<file path="src/hw/rtl/tpet_pkg.sv">
package tpet_pkg;

	// Controller status byte layout
	localparam int unsigned STATUS_WIDTH = 8;
	localparam int unsigned READY_BIT    = 7;
	localparam int unsigned COUNT_WIDTH  = 4;

	// Register widths and reset values
	localparam int unsigned DELAY_WIDTH  = 16;
	localparam int unsigned THRESH_WIDTH = 8;
	localparam logic [DELAY_WIDTH-1:0]  DELAY_RESET      = 16'd20;
	localparam logic [THRESH_WIDTH-1:0] THRESH_RESET     = 8'd20;
	localparam logic [COUNT_WIDTH-1:0]  MAX_POINTS_RESET = 4'd5;

	// Error counter saturates at its full range
	localparam logic [THRESH_WIDTH-1:0] FAIL_MAX = 8'hff;

	// Configuration port
	localparam int unsigned APB_DATA_WIDTH = 32;
	localparam int unsigned APB_ADDR_WIDTH = 4;

	typedef enum logic [1:0] {
		REG_RELEASE_DELAY = 2'd0,
		REG_REINIT_THRESH = 2'd1,
		REG_MAX_POINTS    = 2'd2,
		REG_UNUSED        = 2'd3
	} reg_index_t;

	// Request kind carried on the input tuser bit
	typedef enum logic {
		CMD_POLL = 1'b0,
		CMD_READ = 1'b1
	} command_t;

endpackage

</file>
<file path="src/hw/rtl/touch_poll_event_tracker.sv">
// Touch poll event tracker. Each input request is either a touch-controller poll
// result (s_tuser = 0) or a consumer read of the pending event (s_tuser = 1), and
// every request yields exactly one result. The block takes one request per clock
// cycle unless output back-pressure stalls it. An accepted request waits in the
// input register until the result register can take it, and its result is
// presented on m_tvalid/m_tdata from the next clock edge onward. All state
// updates for a request are done in the cycle in which it moves from the input
// register to the result register. Both stages hold under back-pressure, so
// s_tready drops only while both are full and m_tready is low. Configuration
// registers sit on an APB-style port at byte addresses 0 (release delay, ms),
// 4 (reinit threshold) and 8 (max point count). Write them only while no request
// is in flight.
module touch_poll_event_tracker
	import tpet_pkg::*;
#(
	parameter int unsigned TIME_WIDTH  = 32,
	parameter int unsigned COORD_WIDTH = 16,
	localparam int unsigned IN_BITS    = 1 + STATUS_WIDTH + 2*COORD_WIDTH + TIME_WIDTH,
	localparam int unsigned IN_WIDTH   = ((IN_BITS + 7) / 8) * 8,
	localparam int unsigned OUT_BITS   = 2 + 2*COORD_WIDTH + 4,
	localparam int unsigned OUT_WIDTH  = ((OUT_BITS + 7) / 8) * 8
) (
	input  logic                      clk,
	input  logic                      arst_n,

	// Request stream
	input  logic                      s_tvalid,
	output logic                      s_tready,
	// bus_error, status[7:0], point_x, point_y, now_ms, zero fill
	input  logic [IN_WIDTH-1:0]       s_tdata,
	// command
	input  logic                      s_tuser,

	// Result stream
	output logic                      m_tvalid,
	input  logic                      m_tready,
	// read_status, out_down, out_x, out_y, event_pending, wakeup,
	// reinit_request, fast_poll, zero fill
	output logic [OUT_WIDTH-1:0]      m_tdata,

	// Configuration
	input  logic                      psel,
	input  logic                      penable,
	input  logic                      pwrite,
	input  logic [APB_ADDR_WIDTH-1:0] paddr,
	input  logic [APB_DATA_WIDTH-1:0] pwdata,
	output logic [APB_DATA_WIDTH-1:0] prdata,
	output logic                      pready
);

	// Input field offsets
	localparam int unsigned ST_LO = 1;
	localparam int unsigned X_LO  = ST_LO + STATUS_WIDTH;
	localparam int unsigned Y_LO  = X_LO + COORD_WIDTH;
	localparam int unsigned T_LO  = Y_LO + COORD_WIDTH;

	// Configuration registers
	logic [DELAY_WIDTH-1:0]  delay_q;
	logic [THRESH_WIDTH-1:0] thresh_q;
	logic [COUNT_WIDTH-1:0]  max_pts_q;
	reg_index_t              reg_idx;
	logic                    cfg_wr;

	assign pready  = 1'b1;
	assign reg_idx = reg_index_t'(paddr[3:2]);
	assign cfg_wr  = psel & penable & pwrite & pready;

	// Write the addressed register; ignore the unused slot
	always_ff @(posedge clk or negedge arst_n) begin
		if (!arst_n) begin
			delay_q   <= DELAY_RESET;
			thresh_q  <= THRESH_RESET;
			max_pts_q <= MAX_POINTS_RESET;
		end else if (cfg_wr) begin
			unique case (reg_idx)
				REG_RELEASE_DELAY: delay_q   <= pwdata[DELAY_WIDTH-1:0];
				REG_REINIT_THRESH: thresh_q  <= pwdata[THRESH_WIDTH-1:0];
				REG_MAX_POINTS:    max_pts_q <= pwdata[COUNT_WIDTH-1:0];
				default: ;
			endcase
		end
	end

	// Read back the addressed register
	always_comb begin
		unique case (reg_idx)
			REG_RELEASE_DELAY: prdata = APB_DATA_WIDTH'(delay_q);
			REG_REINIT_THRESH: prdata = APB_DATA_WIDTH'(thresh_q);
			REG_MAX_POINTS:    prdata = APB_DATA_WIDTH'(max_pts_q);
			default:           prdata = '0;
		endcase
	end

	// Input register stage
	logic                    valid_s1;
	command_t                cmd_s1;
	logic                    err_s1;
	logic [STATUS_WIDTH-1:0] status_s1;
	logic [COORD_WIDTH-1:0]  px_s1;
	logic [COORD_WIDTH-1:0]  py_s1;
	logic [TIME_WIDTH-1:0]   now_s1;
	logic                    advance;

	assign advance  = valid_s1 & (~m_tvalid | m_tready);
	assign s_tready = ~valid_s1 | advance;

	always_ff @(posedge clk or negedge arst_n) begin
		if (!arst_n) begin
			valid_s1 <= 1'b0;
		end else if (s_tready) begin
			valid_s1 <= s_tvalid;
		end
	end

	always_ff @(posedge clk) begin
		if (s_tvalid && s_tready) begin
			cmd_s1    <= command_t'(s_tuser);
			err_s1    <= s_tdata[0];
			status_s1 <= s_tdata[ST_LO +: STATUS_WIDTH];
			px_s1     <= s_tdata[X_LO +: COORD_WIDTH];
			py_s1     <= s_tdata[Y_LO +: COORD_WIDTH];
			now_s1    <= s_tdata[T_LO +: TIME_WIDTH];
		end
	end

	// Tracker state
	logic                    touch_down_q;
	logic [COORD_WIDTH-1:0]  held_x_q;
	logic [COORD_WIDTH-1:0]  held_y_q;
	logic [TIME_WIDTH-1:0]   last_time_q;
	logic [THRESH_WIDTH-1:0] fail_cnt_q;
	logic                    pend_q;
	logic                    pend_down_q;
	logic [COORD_WIDTH-1:0]  pend_x_q;
	logic [COORD_WIDTH-1:0]  pend_y_q;

	// Next-state and result logic
	logic [COUNT_WIDTH-1:0]  count;
	logic                    press;
	logic                    release_ev;
	logic [TIME_WIDTH-1:0]   elapsed;
	logic [THRESH_WIDTH-1:0] fail_inc;
	logic                    touch_down_d;
	logic [THRESH_WIDTH-1:0] fail_cnt_d;
	logic                    pend_d;
	logic                    pend_down_d;
	logic [COORD_WIDTH-1:0]  pend_x_d;
	logic [COORD_WIDTH-1:0]  pend_y_d;
	logic                    rd_status;
	logic                    rd_down;
	logic [COORD_WIDTH-1:0]  rd_x;
	logic [COORD_WIDTH-1:0]  rd_y;
	logic                    wake;
	logic                    reinit;

	always_comb begin
		count        = '0;
		press        = 1'b0;
		release_ev   = 1'b0;
		elapsed      = now_s1 - last_time_q;
		fail_inc     = (fail_cnt_q < FAIL_MAX) ? fail_cnt_q + 1'b1 : fail_cnt_q;
		touch_down_d = touch_down_q;
		fail_cnt_d   = fail_cnt_q;
		pend_d       = pend_q;
		pend_down_d  = pend_down_q;
		pend_x_d     = pend_x_q;
		pend_y_d     = pend_y_q;
		rd_status    = 1'b0;
		rd_down      = 1'b0;
		rd_x         = '0;
		rd_y         = '0;
		wake         = 1'b0;
		reinit       = 1'b0;

		unique case (cmd_s1)
			CMD_READ: begin
				// Hand over the pending event and drop it
				if (pend_q) begin
					rd_status = 1'b1;
					rd_down   = pend_down_q;
					rd_x      = pend_x_q;
					rd_y      = pend_y_q;
					pend_d    = 1'b0;
				end
			end
			CMD_POLL: begin
				// Decode point count; out-of-range counts mean no touch
				if (status_s1[READY_BIT] &&
				    status_s1[COUNT_WIDTH-1:0] <= max_pts_q) begin
					count = status_s1[COUNT_WIDTH-1:0];
				end
				press      = ~err_s1 & (count != '0);
				release_ev = (err_s1 | (count == '0)) & touch_down_q &
				             (elapsed > TIME_WIDTH'(delay_q));

				if (press) begin
					touch_down_d = 1'b1;
					pend_down_d  = 1'b1;
					pend_x_d     = px_s1;
					pend_y_d     = py_s1;
				end else if (release_ev) begin
					touch_down_d = 1'b0;
					pend_down_d  = 1'b0;
					pend_x_d     = held_x_q;
					pend_y_d     = held_y_q;
				end
				pend_d = pend_q | press | release_ev;
				wake   = ~pend_q & (press | release_ev);

				// Count consecutive bus errors, request reinit at threshold
				if (!err_s1) begin
					fail_cnt_d = '0;
				end else if (fail_inc >= thresh_q) begin
					fail_cnt_d = '0;
					reinit     = 1'b1;
				end else begin
					fail_cnt_d = fail_inc;
				end
			end
			default: ;
		endcase
	end

	// Advance state with the request
	always_ff @(posedge clk or negedge arst_n) begin
		if (!arst_n) begin
			touch_down_q <= 1'b0;
			held_x_q     <= '0;
			held_y_q     <= '0;
			last_time_q  <= '0;
			fail_cnt_q   <= '0;
			pend_q       <= 1'b0;
			pend_down_q  <= 1'b0;
			pend_x_q     <= '0;
			pend_y_q     <= '0;
		end else if (advance) begin
			touch_down_q <= touch_down_d;
			fail_cnt_q   <= fail_cnt_d;
			pend_q       <= pend_d;
			pend_down_q  <= pend_down_d;
			pend_x_q     <= pend_x_d;
			pend_y_q     <= pend_y_d;
			if (press) begin
				held_x_q    <= px_s1;
				held_y_q    <= py_s1;
				last_time_q <= now_s1;
			end
		end
	end

	// Result register
	logic                   out_valid_q;
	logic                   out_rs_q;
	logic                   out_down_q;
	logic [COORD_WIDTH-1:0] out_x_q;
	logic [COORD_WIDTH-1:0] out_y_q;
	logic                   out_pend_q;
	logic                   out_wake_q;
	logic                   out_reinit_q;
	logic                   out_fast_q;

	always_ff @(posedge clk or negedge arst_n) begin
		if (!arst_n) begin
			out_valid_q <= 1'b0;
		end else if (advance) begin
			out_valid_q <= 1'b1;
		end else if (m_tready) begin
			out_valid_q <= 1'b0;
		end
	end

	always_ff @(posedge clk) begin
		if (advance) begin
			out_rs_q     <= rd_status;
			out_down_q   <= rd_down;
			out_x_q      <= rd_x;
			out_y_q      <= rd_y;
			out_pend_q   <= pend_d;
			out_wake_q   <= wake;
			out_reinit_q <= reinit;
			out_fast_q   <= touch_down_d;
		end
	end

	assign m_tvalid = out_valid_q;
	assign m_tdata  = OUT_WIDTH'({out_fast_q, out_reinit_q, out_wake_q, out_pend_q,
	                             out_y_q, out_x_q, out_down_q, out_rs_q});

	// Input stage stalls only behind a full, blocked result register
	a_stall_cause: assert property (@(posedge clk) disable iff (!arst_n)
		!s_tready |-> (valid_s1 && m_tvalid && !m_tready))
		else $error("input stalled without output back-pressure");

	// A shown result reflects the state it left behind
	a_state_match: assert property (@(posedge clk) disable iff (!arst_n)
		m_tvalid |-> (out_fast_q == touch_down_q && out_pend_q == pend_q))
		else $error("result flags disagree with tracker state");

	// Reinit request leaves the error count cleared
	a_reinit_clear: assert property (@(posedge clk) disable iff (!arst_n)
		(m_tvalid && out_reinit_q) |-> (fail_cnt_q == '0))
		else $error("error count not cleared after reinit request");

	// Wakeup implies an event is now pending and no read was served
	a_wake_pending: assert property (@(posedge clk) disable iff (!arst_n)
		(m_tvalid && out_wake_q) |-> (out_pend_q && !out_rs_q))
		else $error("wakeup without pending event");

	// A pending event cannot appear on a read
	a_read_clears: assert property (@(posedge clk) disable iff (!arst_n)
		(advance && cmd_s1 == CMD_READ) |=> !pend_q)
		else $error("read left an event pending");

endmodule

</file>
<file path="config.mk">
export PLATFORM = sky130hd
export DESIGN_NAME = touch_poll_event_tracker
export DESIGN_NICKNAME = d
export VERILOG_FILES = /design/src/hw/rtl/tpet_pkg.sv /design/src/hw/rtl/touch_poll_event_tracker.sv
export SDC_FILE = /design/constraint.sdc
export NUM_CORES = 1
export LEC_CHECK = 0
export BUFFER_PORTS_ARGS = -buffer_cell sky130_fd_sc_hd__buf_4
export CAP_MARGIN = 20
export CORE_ASPECT_RATIO = 0.75
export CORE_MARGIN = 1
export CORE_UTILIZATION = 40
export CTS_CLUSTER_DIAMETER = 80
export DETAILED_ROUTE_END_ITERATION = 7
export PLACE_DENSITY = 0.59
export SLEW_MARGIN = 20
export SYNTH_ARGS = -nofsm -noshare
export SYNTH_HDL_FRONTEND = slang
export SYNTH_SLANG_ARGS = --single-unit
export TNS_END_PERCENT = 30
</file>
<file path="constraint.sdc">
create_clock -name clk -period 4.85 [get_ports clk]
set_clock_uncertainty 0.05 [all_clocks]
set_input_delay 0.97 -clock clk [delete_from_list [all_inputs] [get_ports clk]]
set_output_delay 0.97 -clock clk [all_outputs]
set_load 0.1 [all_outputs]
</file>
==> impl_metrics.yaml, run 1 <==
floorplan:
  die_h_um: 158
  initial_core_util_pct: 41.1
  row_count: 56
  ios: 199
  die_area_um2: 33200
  die_x_um: 210
  core_area_um2: 31600
drt:
  route.detailed.drc: 0
  wl_per_cell_um: 18.0
  routed_wl_mm: 32.7
  vias_per_cell: 5.36
  ant_nets: 0
  num_vias: 9758
  dr.pass1.iters: 7
  dr.first_iter.drc_count: 785
power_and_ir_drop:
  clkPwrFrac_pct: 22.7
  p_int_w: 0.00513
  power_density_nw_per_um2: 554
  seq_power_share_pct: 34.9
  leakage_nw: 6.75
  power_frac_comb_pct: 42.3
  vdd_ir_drop_max_uv: 264
  sw_frac_of_total_pct: 39.8
  p_total_w: 0.00852
  power_switching_w: 0.00339
timing:
  fmax_ghz: 0.216
  hold_viol_final: 0
  slew_headroom_pct: 25.8
  rsz0062_at_grt: "no"
  layout_min_cycle_time_ns: 4.62
  worst-slew-pin-transition_ns: 1.11
  setup_viol: 0
  min_period_over_period_pct: 95.3
  finalMaxSlewViolations: 0
  finalSetupTns_ns: 0
flow_run:
  drv_cap: 0
clocking:
  ctsHtreeMaxLevel: 1
  clk_latency_ns: 0.54
  clock_path_buffers: 3
  clk_pin_slew_ns: 0.06
  post_cts_buffers: 0
  clock-sinks: 246
  cts_tree: "done"
  root_buffer: "clkbuf_16"
  numCtsBuffers: 27
  postCtsHoldBufs: 0
critical_path:
  cp.arrival_ns: 4.86
  required_ns: 5.09
  cp_num_buf_inv: 0
  rr_worst_depth: 17
  startpoint_type: "flip-flop"
  r2r_setup_slack_ns: 0.23
  crit_path_top_delay_cell: "fa_1"
  critPathMaxStageDelay_ns: 0.41
  critPathKind: "reg -> reg"
  cp.depth: 17
  crit_path_max_fanout: 4
  worstPathCellList: "ha_1 -> fa_1 -> nand2b_1 -> a21oi_2 -> o21ai_0 -> o21ai_0 -> xor2_1 -> ha_1 -> nand4_1 -> nor3_1 -> a221oi_2 -> o22ai_2 -> nor4_1 -> o2111a_2 -> nand4_4 -> and3_1 -> a211o_1"
  critPathTopFamily: "compound AO/OA/AOI/OAI gates"
  setup.worst_path.end_class: "flip-flop"
placed_design:
  dp_cells: 1770
  io_buffer_count: 151
  place_area_um2: 14500
  hpwl_mm: 21.5
  gp_congestion: 0.891
cells_and_area:
  multi_input_area_um2: 5670
  num_antenna_cells: 0
  fillers: 2913
  final_nets: 1550
  area_delta_synth_final_pct: 18.3
  final_util_pct: 48.6
  fin_area_um2: 15400
  seq_area_um2: 6710
  drive_gt1_share_pct: 20.0
  layoutNonFillerInstCount: 1820
synth:
  ys_ff_latch: 246
  synthFlopType: "dfrtp_1"
  synth_enable_flop_cells: 109
  syn_avg_cell_area_um2: 10.5
  yosysUniqueCellTypes: 78
  syn_area_um2: 13000
  async_reset_ff_share_pct: 55.7
  yosys_warnings: 0
  seq_area_frac_synth_pct: 51.6
  syn_inst: 1239
global_route:
  grt_pass1_vias: 9265
  grt_pass1_wl_mm: 51.1
  grtUsageTotal_pct: 19.4
  grt_overflow: 0
  antenna_found_initial: 0
  grt_max_degree: 72
min_path:
  worstHoldPathType: "in -> async"
run_status:
  outcome: "finished, final reports clean"
## layout by cell type, fill, tap and decap left out, types with 6 or more instances in the layout
cell       count
a21o_1        21
a21oi_1       40
a31oi_1       36
and3_1        39
buf_4        170
clkbuf_1      10
clkbuf_16     27
clkinv_2       6
conb_1        19
dfrtp_1      131
dfstp_2        6
edfxtp_1     109
ha_1          60
inv_1         70
mux2i_1       41
nand2_1      208
nand2b_1      16
nand3_1       11
nand4_1       17
nor2_1        35
nor3_1        19
o211ai_1       7
o21a_1         7
o21ai_0       85
o22a_1        32
o41ai_1       13
o41ai_2       20
xnor2_1       12
xor2_1         8
## per-layer routing
metal,up-vias,global-route usage (%),share of wire [%]
met5,-,0,0
met4,0,4.28,1.7
met3,33,2.94,4.9
met2,258,28.8,43
met1,4752,29.5,51
li1,4715,-,-
## power by group through the flow
stage,Combinational (W),Clock (W),Sequential (W)
detailed placement,0.00353,0,0.00302
global placement,0.00345,0,0.00299
CTS,0.00355,0.00200,0.00298
global route,0.00396,0.00207,0.00304
finish,0.00361,0.00194,0.00298
floorplan,0.00253,0,0.00313
## through the flow
| stage | setup WS [ns] | hold WS [ns] |
|---|---|---|
| finish | 0.229 | 0.358 |
| global route | 0.0226 | 0.404 |
| CTS | 0.0755 | 0.382 |
| detailed placement | 0.0856 | 0.411 |
| global placement | 0.101 | 0.406 |
| floorplan | 0.257 | 0.395 |
## flip-flops by register name, indices dropped and copies added (netlist names), 8 cells and up
signal	count
delay_q	16
pend_x_q	16
px_s1	16
fail_cnt_q	8
held_y_q	16
pend_y_q	16
out_x_q	16
py_s1	16
held_x_q	16
now_s1	32
thresh_q	8
out_y_q	16
last_time_q	32
## Yosys cell counts (4+ instances only)
library cell    n  area [um2]
nand3_1        11        55.1
nor3_1         20         100
inv_1          71         267
xnor2_1        13         114
o21a_1          7        52.6
a31oi_1        36         225
nand4_1        17         106
nand2b_1       16         100
buf_1           9        33.8
o41ai_1        14         123
o22ai_1         4        25.0
o41ai_2        19         309
nor2_1         37         139
ha_1           60         751
and4_1          4        35.0
nand2_1       210         788
buf_4          25         188
edfxtp_1      109        3270
a21o_1         21         158
o221ai_1        4        35.0
dfrtp_1       131        3280
clkbuf_1       51         191
or2_2           5        31.3
mux2_2          5        56.3
dfstp_2         6         158
o22a_1         32         280
buf_6           4        45.0
xor2_1          8        70.1
a211o_1         5        43.8
mux2i_1        41         410
o21ai_0        86         430
a21oi_1        42         210
o211ai_1        7        52.6
and3_1         39         244
buf_2           6        30.0
## cell type report
cell class / instances / share of cell area [%]
Sequential cell: 246 / 43.7
Multi-Input combinational cell: 844 / 36.9
Timing Repair Buffer: 175 / 8.84
Clock buffer: 42 / 5.09
Tap cell: 435 / 3.54
Inverter: 71 / 1.73
Clock inverter: 7 / 0.252
## final timing paths
kind | start | end
min in group clk | held_y_q[7] | held_y_q[7]
min reg2reg | held_y_q[7] | held_y_q[7]
min | arst_n | delay_q[12]
max in group asynchronous | arst_n | max_pts_q[2]
max reg2reg | last_time_q[0] | out_pend_q
max | last_time_q[0] | out_pend_q
## worst reg2reg max path, stage by stage, from the launching register on
cell      delay, ns
dfrtp_1        0.38
ha_1           0.22
fa_1           0.41
nand2b_1       0.20
a21oi_2        0.24
o21ai_0        0.17
o21ai_0        0.23
xor2_1         0.29
ha_1           0.30
nand4_1        0.13
nor3_1         0.09
a221oi_2       0.30
o22ai_2        0.17
nor4_1         0.22
o2111a_2       0.31
nand4_4        0.16
and3_1         0.25
a211o_1        0.26
## logic make-up (layout without fill, tap and decap cells)
group | after synthesis | in the layout | synth area share, %
AND/OR/NAND/NOR | 383 | 383 | 13.8
XOR/XNOR | 21 | 21 | 1.42
AO/OA/AOI/OAI | 314 | 314 | 17.8
buffers and inverters | 166 | 295 | 5.81
other | 2 | 19 | 0.0578
flip-flops | 246 | 246 | 51.6
multiplexers | 46 | 46 | 3.59
adder cells (fa/ha/maj) | 61 | 61 | 5.93
## what timing repair did
item / CTS / global route
resized for setup: 0 / 8
endpoints found under the setup margin: 0 / 38
endpoints found under the hold margin: 0 / 0
(Power assumes the default switching activity.)
==> run 2: changes to the inputs <==
--- a/config.mk
+++ b/config.mk
@@ -10,6 +10,7 @@
 export CORE_ASPECT_RATIO = 0.75
 export CORE_MARGIN = 1
 export CORE_UTILIZATION = 40
+export CTS_BUF_LIST = sky130_fd_sc_hd__clkbuf_8
 export CTS_CLUSTER_DIAMETER = 80
 export DETAILED_ROUTE_END_ITERATION = 7
 export PLACE_DENSITY = 0.59
==> impl_metrics.yaml, run 2 (synthesis results as in run 1) <==
run_status:
  outcome: "finished, final reports clean"
timing:
  worst-slew-pin-transition_ns: 1.10
  rsz0062_at_grt: "no"
  whs_ns: 0.331
  setup_viol: 0
  finalMaxSlewViolations: 0
  min_period_over_period_pct: 95.3
  finalSetupTns_ns: 0
  layout_min_cycle_time_ns: 4.62
  hold_viol_final: 0
  slew_headroom_pct: 26.4
  fmax_ghz: 0.216
drt:
  route.detailed.drc: 0
  ant_nets: 0
  dr.pass1.iters: 5
  num_vias: 9796
  vias_per_cell: 5.30
  wl_per_cell_um: 17.7
  routed_wl_mm: 32.8
  dr.first_iter.drc_count: 796
floorplan:
  core_area_um2: 31600
  die_h_um: 158
  die_x_um: 210
  ios: 199
  die_area_um2: 33200
  row_count: 56
  initial_core_util_pct: 41.1
critical_path:
  setup.worst_path.end_class: "flip-flop"
  crit_path_max_fanout: 4
  critPathKind: "reg -> reg"
  startpoint_type: "flip-flop"
  required_ns: 5.11
  cp.arrival_ns: 4.88
cells_and_area:
  drive_gt1_share_pct: 20.7
  num_antenna_cells: 0
  layoutNonFillerInstCount: 1849
  reg_top3: "last_time_q x32, now_s1 x32"
  area_delta_synth_final_pct: 18.3
  final_nets: 1565
  fin_area_um2: 15400
  final_common_cell: "nand2_1"
  fillers: 2917
  final_cell_mix: "nand2_1 (208), buf_4 (170), dfrtp_1 (131)"
flow_run:
  drv_cap: 0
placed_design:
  hpwl_mm: 21.5
  place_area_um2: 14500
  dp_cells: 1770
  io_buffer_count: 151
  gp_congestion: 0.891
global_route:
  grt_max_degree: 72
  grt_overflow: 0
  antenna_found_initial: 0
  grt_pass1_wl_mm: 51.2
  grtUsageTotal_pct: 19.5
  grt_pass1_vias: 9428
power_and_ir_drop:
  p_total_w: 0.00844
  leakage_nw: 6.85
  power_density_nw_per_um2: 549
  vdd_ir_drop_max_uv: 206
clocking:
  clk_pin_slew_ns: 0.06
  clock_path_buffers: 3
  cts_tree: "done"
  ctsHtreeMaxLevel: 2
  clock-sinks: 246
  root_buffer: "clkbuf_8"
  clk_latency_ns: 0.57
  postCtsHoldBufs: 0
  post_cts_buffers: 0
  numCtsBuffers: 42
min_path:
  worstHoldPathType: "in -> async"
## run 2: cell count changes in the layout (fill, tap and decap cells not counted)
cell,before,now
o41ai_2,20,19
inv_1,70,92
clkbuf_16,27,0
clkinv_1,0,1
clkbuf_1,10,0
o41ai_1,13,14
bufinv_16,0,1
clkinv_4,1,0
inv_6,0,1
inv_8,0,2
clkinv_2,6,2
clkbuf_8,5,49
## run 2: final timing paths
path | end | start | cells after the start | slack (ns)
worst min-delay path | delay_q[12] | arst_n | 1 | 0.33
worst max-delay path | out_pend_q | last_time_q[0] | 17 | 0.23
worst min register to register | held_y_q[7] | held_y_q[7] | 2 | 0.42
max in group asynchronous | max_pts_q[0] | arst_n | 2 | 3.40
min in group clk | held_y_q[7] | held_y_q[7] | 2 | 0.42
worst max register to register | out_pend_q | last_time_q[0] | 17 | 0.23
## run 2: timing repair
action / in CTS / in global routing
gates resized for setup: 0 / 7
endpoints found under the hold margin: 0 / 0
setup endpoints to repair: 0 / 38
## run 2: area by class of cell
type                    count  area (um2)  area share [%]
well taps                 435         544            3.54
multi-input cells         844        5660            36.8
flip-flops and latches    246        6710            43.6
inverters                  71         267            1.73
clock inverters            29         158            1.03
repair buffers            175        1360            8.84
clock buffers              49         674            4.39
## run 2: power breakdown
part | internal, W | switching [W] | leakage (nW) | total [W]
clock network | 0.000983 | 0.000870 | 0.510 | 0.00185
registers | 0.00270 | 0.000279 | 2.71 | 0.00298
logic | 0.00132 | 0.00228 | 3.63 | 0.00361
total | 0.00500 | 0.00343 | 6.85 | 0.00844
## run 2: worst max-delay path: stages (launching register included)
cell      delay (ns)
dfrtp_1         0.38
ha_1            0.22
fa_1            0.41
nand2b_1        0.20
a21oi_2         0.24
o21ai_0         0.17
o21ai_0         0.23
xor2_1          0.28
ha_1            0.29
nand4_1         0.13
nor3_1          0.09
a221oi_2        0.30
o22ai_2         0.18
nor4_1          0.22
o2111a_2        0.31
nand4_4         0.16
and3_1          0.25
a211o_1         0.26
## run 2: metal layers
metal / track usage [%] / part of all wire (%) / up-vias
met5: 0 / 0 / -
met4: 5.80 / 1.8 / 0
met3: 3.29 / 4.8 / 42
met2: 28.8 / 43 / 257
met1: 29.1 / 51 / 4744
li1: - / - / 4753
## run 2: stage by stage
stage | utilization [%] | setup WS, ns
after global routing | 48.6 | 0.0252
after CTS | 48.5 | 0.0696
final | 48.6 | 0.227
after floorplan | - | 0.257
after global placement | 45.8 | 0.101
after detailed placement | 45.8 | 0.0856
==> run 3: changes to the inputs <==
--- a/config.mk
+++ b/config.mk
@@ -9,11 +9,11 @@
 export CAP_MARGIN = 20
 export CORE_ASPECT_RATIO = 0.75
 export CORE_MARGIN = 1
-export CORE_UTILIZATION = 40
+export CORE_UTILIZATION = 39
 export CTS_BUF_LIST = sky130_fd_sc_hd__clkbuf_8
 export CTS_CLUSTER_DIAMETER = 80
 export DETAILED_ROUTE_END_ITERATION = 7
-export PLACE_DENSITY = 0.59
+export PLACE_DENSITY = 0.57
 export SLEW_MARGIN = 20
 export SYNTH_ARGS = -nofsm -noshare
 export SYNTH_HDL_FRONTEND = slang
==> impl_metrics.yaml, run 3 (synthesis results as in run 1) <==
clocking:
  cts_tree: "done"
  post_cts_buffers: 0
  clk_latency_ns: 0.55
  numCtsBuffers: 41
  root_buffer: "clkbuf_8"
  ctsHtreeMaxLevel: 2
  clk_pin_slew_ns: 0.06
  clock_path_buffers: 3
  clock-sinks: 246
placed_design:
  gp_congestion: 0.840
  hpwl_mm: 21.4
  io_buffer_count: 151
  place_area_um2: 14500
timing:
  worst-slew-pin-transition_ns: 1.06
  finalMaxSlewViolations: 0
  fmax_ghz: 0.221
  hold_viol_final: 0
  layout_min_cycle_time_ns: 4.52
  rsz0062_at_grt: "no"
  slew_headroom_pct: 29.3
  min_period_over_period_pct: 93.2
  finalSetupTns_ns: 0
  setup_viol: 0
drt:
  ant_nets: 0
  route.detailed.drc: 0
  dr.first_iter.drc_count: 742
  num_vias: 9665
  vias_per_cell: 5.22
  routed_wl_mm: 31.9
  dr.pass1.iters: 5
  wl_per_cell_um: 17.2
global_route:
  antenna_found_initial: 0
  grt_max_degree: 87
  grt_pass1_wl_mm: 50.3
  grtUsageTotal_pct: 18.7
  grt_overflow: 0
  grt_pass1_vias: 9165
cells_and_area:
  num_antenna_cells: 0
  final_common_cell: "nand2_1"
  reg_top3: "last_time_q x32, now_s1 x32"
  fillers: 3091
  seq_area_um2: 6710
  final_nets: 1564
  fin_area_um2: 15400
  final_cell_mix: "nand2_1 (208), buf_4 (170), dfrtp_1 (131)"
  drive_gt1_share_pct: 21.1
  area_delta_synth_final_pct: 18.5
  multi_input_area_um2: 5690
flow_run:
  drv_cap: 0
critical_path:
  startpoint_type: "flip-flop"
  setup.worst_path.end_class: "flip-flop"
  worstPathCellList: "inv_1 -> ha_1 -> fa_1 -> nand2b_1 -> a21oi_2 -> o21a_1 -> a21o_1 -> xor2_1 -> ha_1 -> nand4_1 -> nor3_1 -> a221oi_2 -> o22ai_2 -> nor4_2 -> o2111a_2 -> nand4_4 -> and3_1 -> a211o_1"
  crit_path_top_delay_cell: "fa_1"
  critical_path.startpoint: "now_s1[0]"
  critPathMaxStageDelay_ns: 0.41
  cp_num_buf_inv: 1
  critPathMostFrequentCell: "ha_1"
  r2r_start: "now_s1[0]"
  crit_path_max_fanout: 4
  cp.arrival_ns: 4.76
  required_ns: 5.09
  critPathKind: "reg -> reg"
  critPathTopFamily: "compound AO/OA/AOI/OAI gates"
floorplan:
  core_area_um2: 32600
  ios: 199
  row_count: 57
  die_h_um: 160
  die_x_um: 213
  initial_core_util_pct: 39.9
  die_area_um2: 34100
min_path:
  worstHoldPathType: "in -> async"
power_and_ir_drop:
  leakage_nw: 6.82
  power_density_nw_per_um2: 543
  p_total_w: 0.00836
  vdd_ir_drop_max_uv: 281
run_status:
  outcome: "finished, final reports clean"
## run 3: cell types whose count changed in the layout (fill, tap and decap cells not counted), sizes merged
| cell | change |
|---|---|
| bufinv | -1 |
| clkbuf | +3 |
| clkinv | +3 |
| inv | -11 |
## run 3: repair_timing
item | 4_1_cts | 5_1_grt
gates resized for setup | 0 | 10
hold buffers | 0 | 0
setup endpoints to repair | 0 | 38
## run 3: layout make-up
class                      count  share of cell area (%)
multi-input combinational    844                    37.0
timing repair buffer         175                    8.93
sequential                   246                    43.6
tap                          442                    3.59
inverter                      71                    1.73
clock inverter                20                   0.545
clock buffer                  52                    4.65
## run 3: power breakdown
| part | internal (W) | switching, W |
|---|---|---|
| Clock | 0.000960 | 0.000828 |
| Combinational | 0.00133 | 0.00227 |
| Sequential | 0.00270 | 0.000281 |
## run 3: per-layer routing
layer | vias up | part of all wire (%) | track usage, %
met3 | 34 | 4.7 | 3.72
li1 | 4747 | - | -
met1 | 4646 | 51 | 28.2
met5 | - | 0 | 0
met4 | 0 | 1.5 | 4.71
met2 | 238 | 43 | 27.3
## run 3: stage by stage
stage / hold WS [ns] / setup WS (ns) / std cells / util [%]
floorplan: 0.395 / 0.257 / 1256 / -
global placement: 0.407 / 0.199 / 1777 / 44.5
detailed placement: 0.411 / 0.170 / 1777 / 44.5
CTS: 0.425 / 0.128 / 1849 / 47.0
global route: 0.441 / 0.0471 / 1850 / 47.2
finish: 0.421 / 0.328 / 1850 / 47.2
## run 3: worst paths after layout
check | end | slack (ns) | depth (start not counted)
setup / recovery | out_pend_q | 0.33 | 18
min in group clk | held_y_q[9] | 0.42 | 2
hold reg to reg | held_y_q[9] | 0.42 | 2
setup reg to reg | out_pend_q | 0.33 | 18
hold / removal | delay_q[13] | 0.42 | 1
max in group asynchronous | pend_x_q[2] | 3.40 | 2
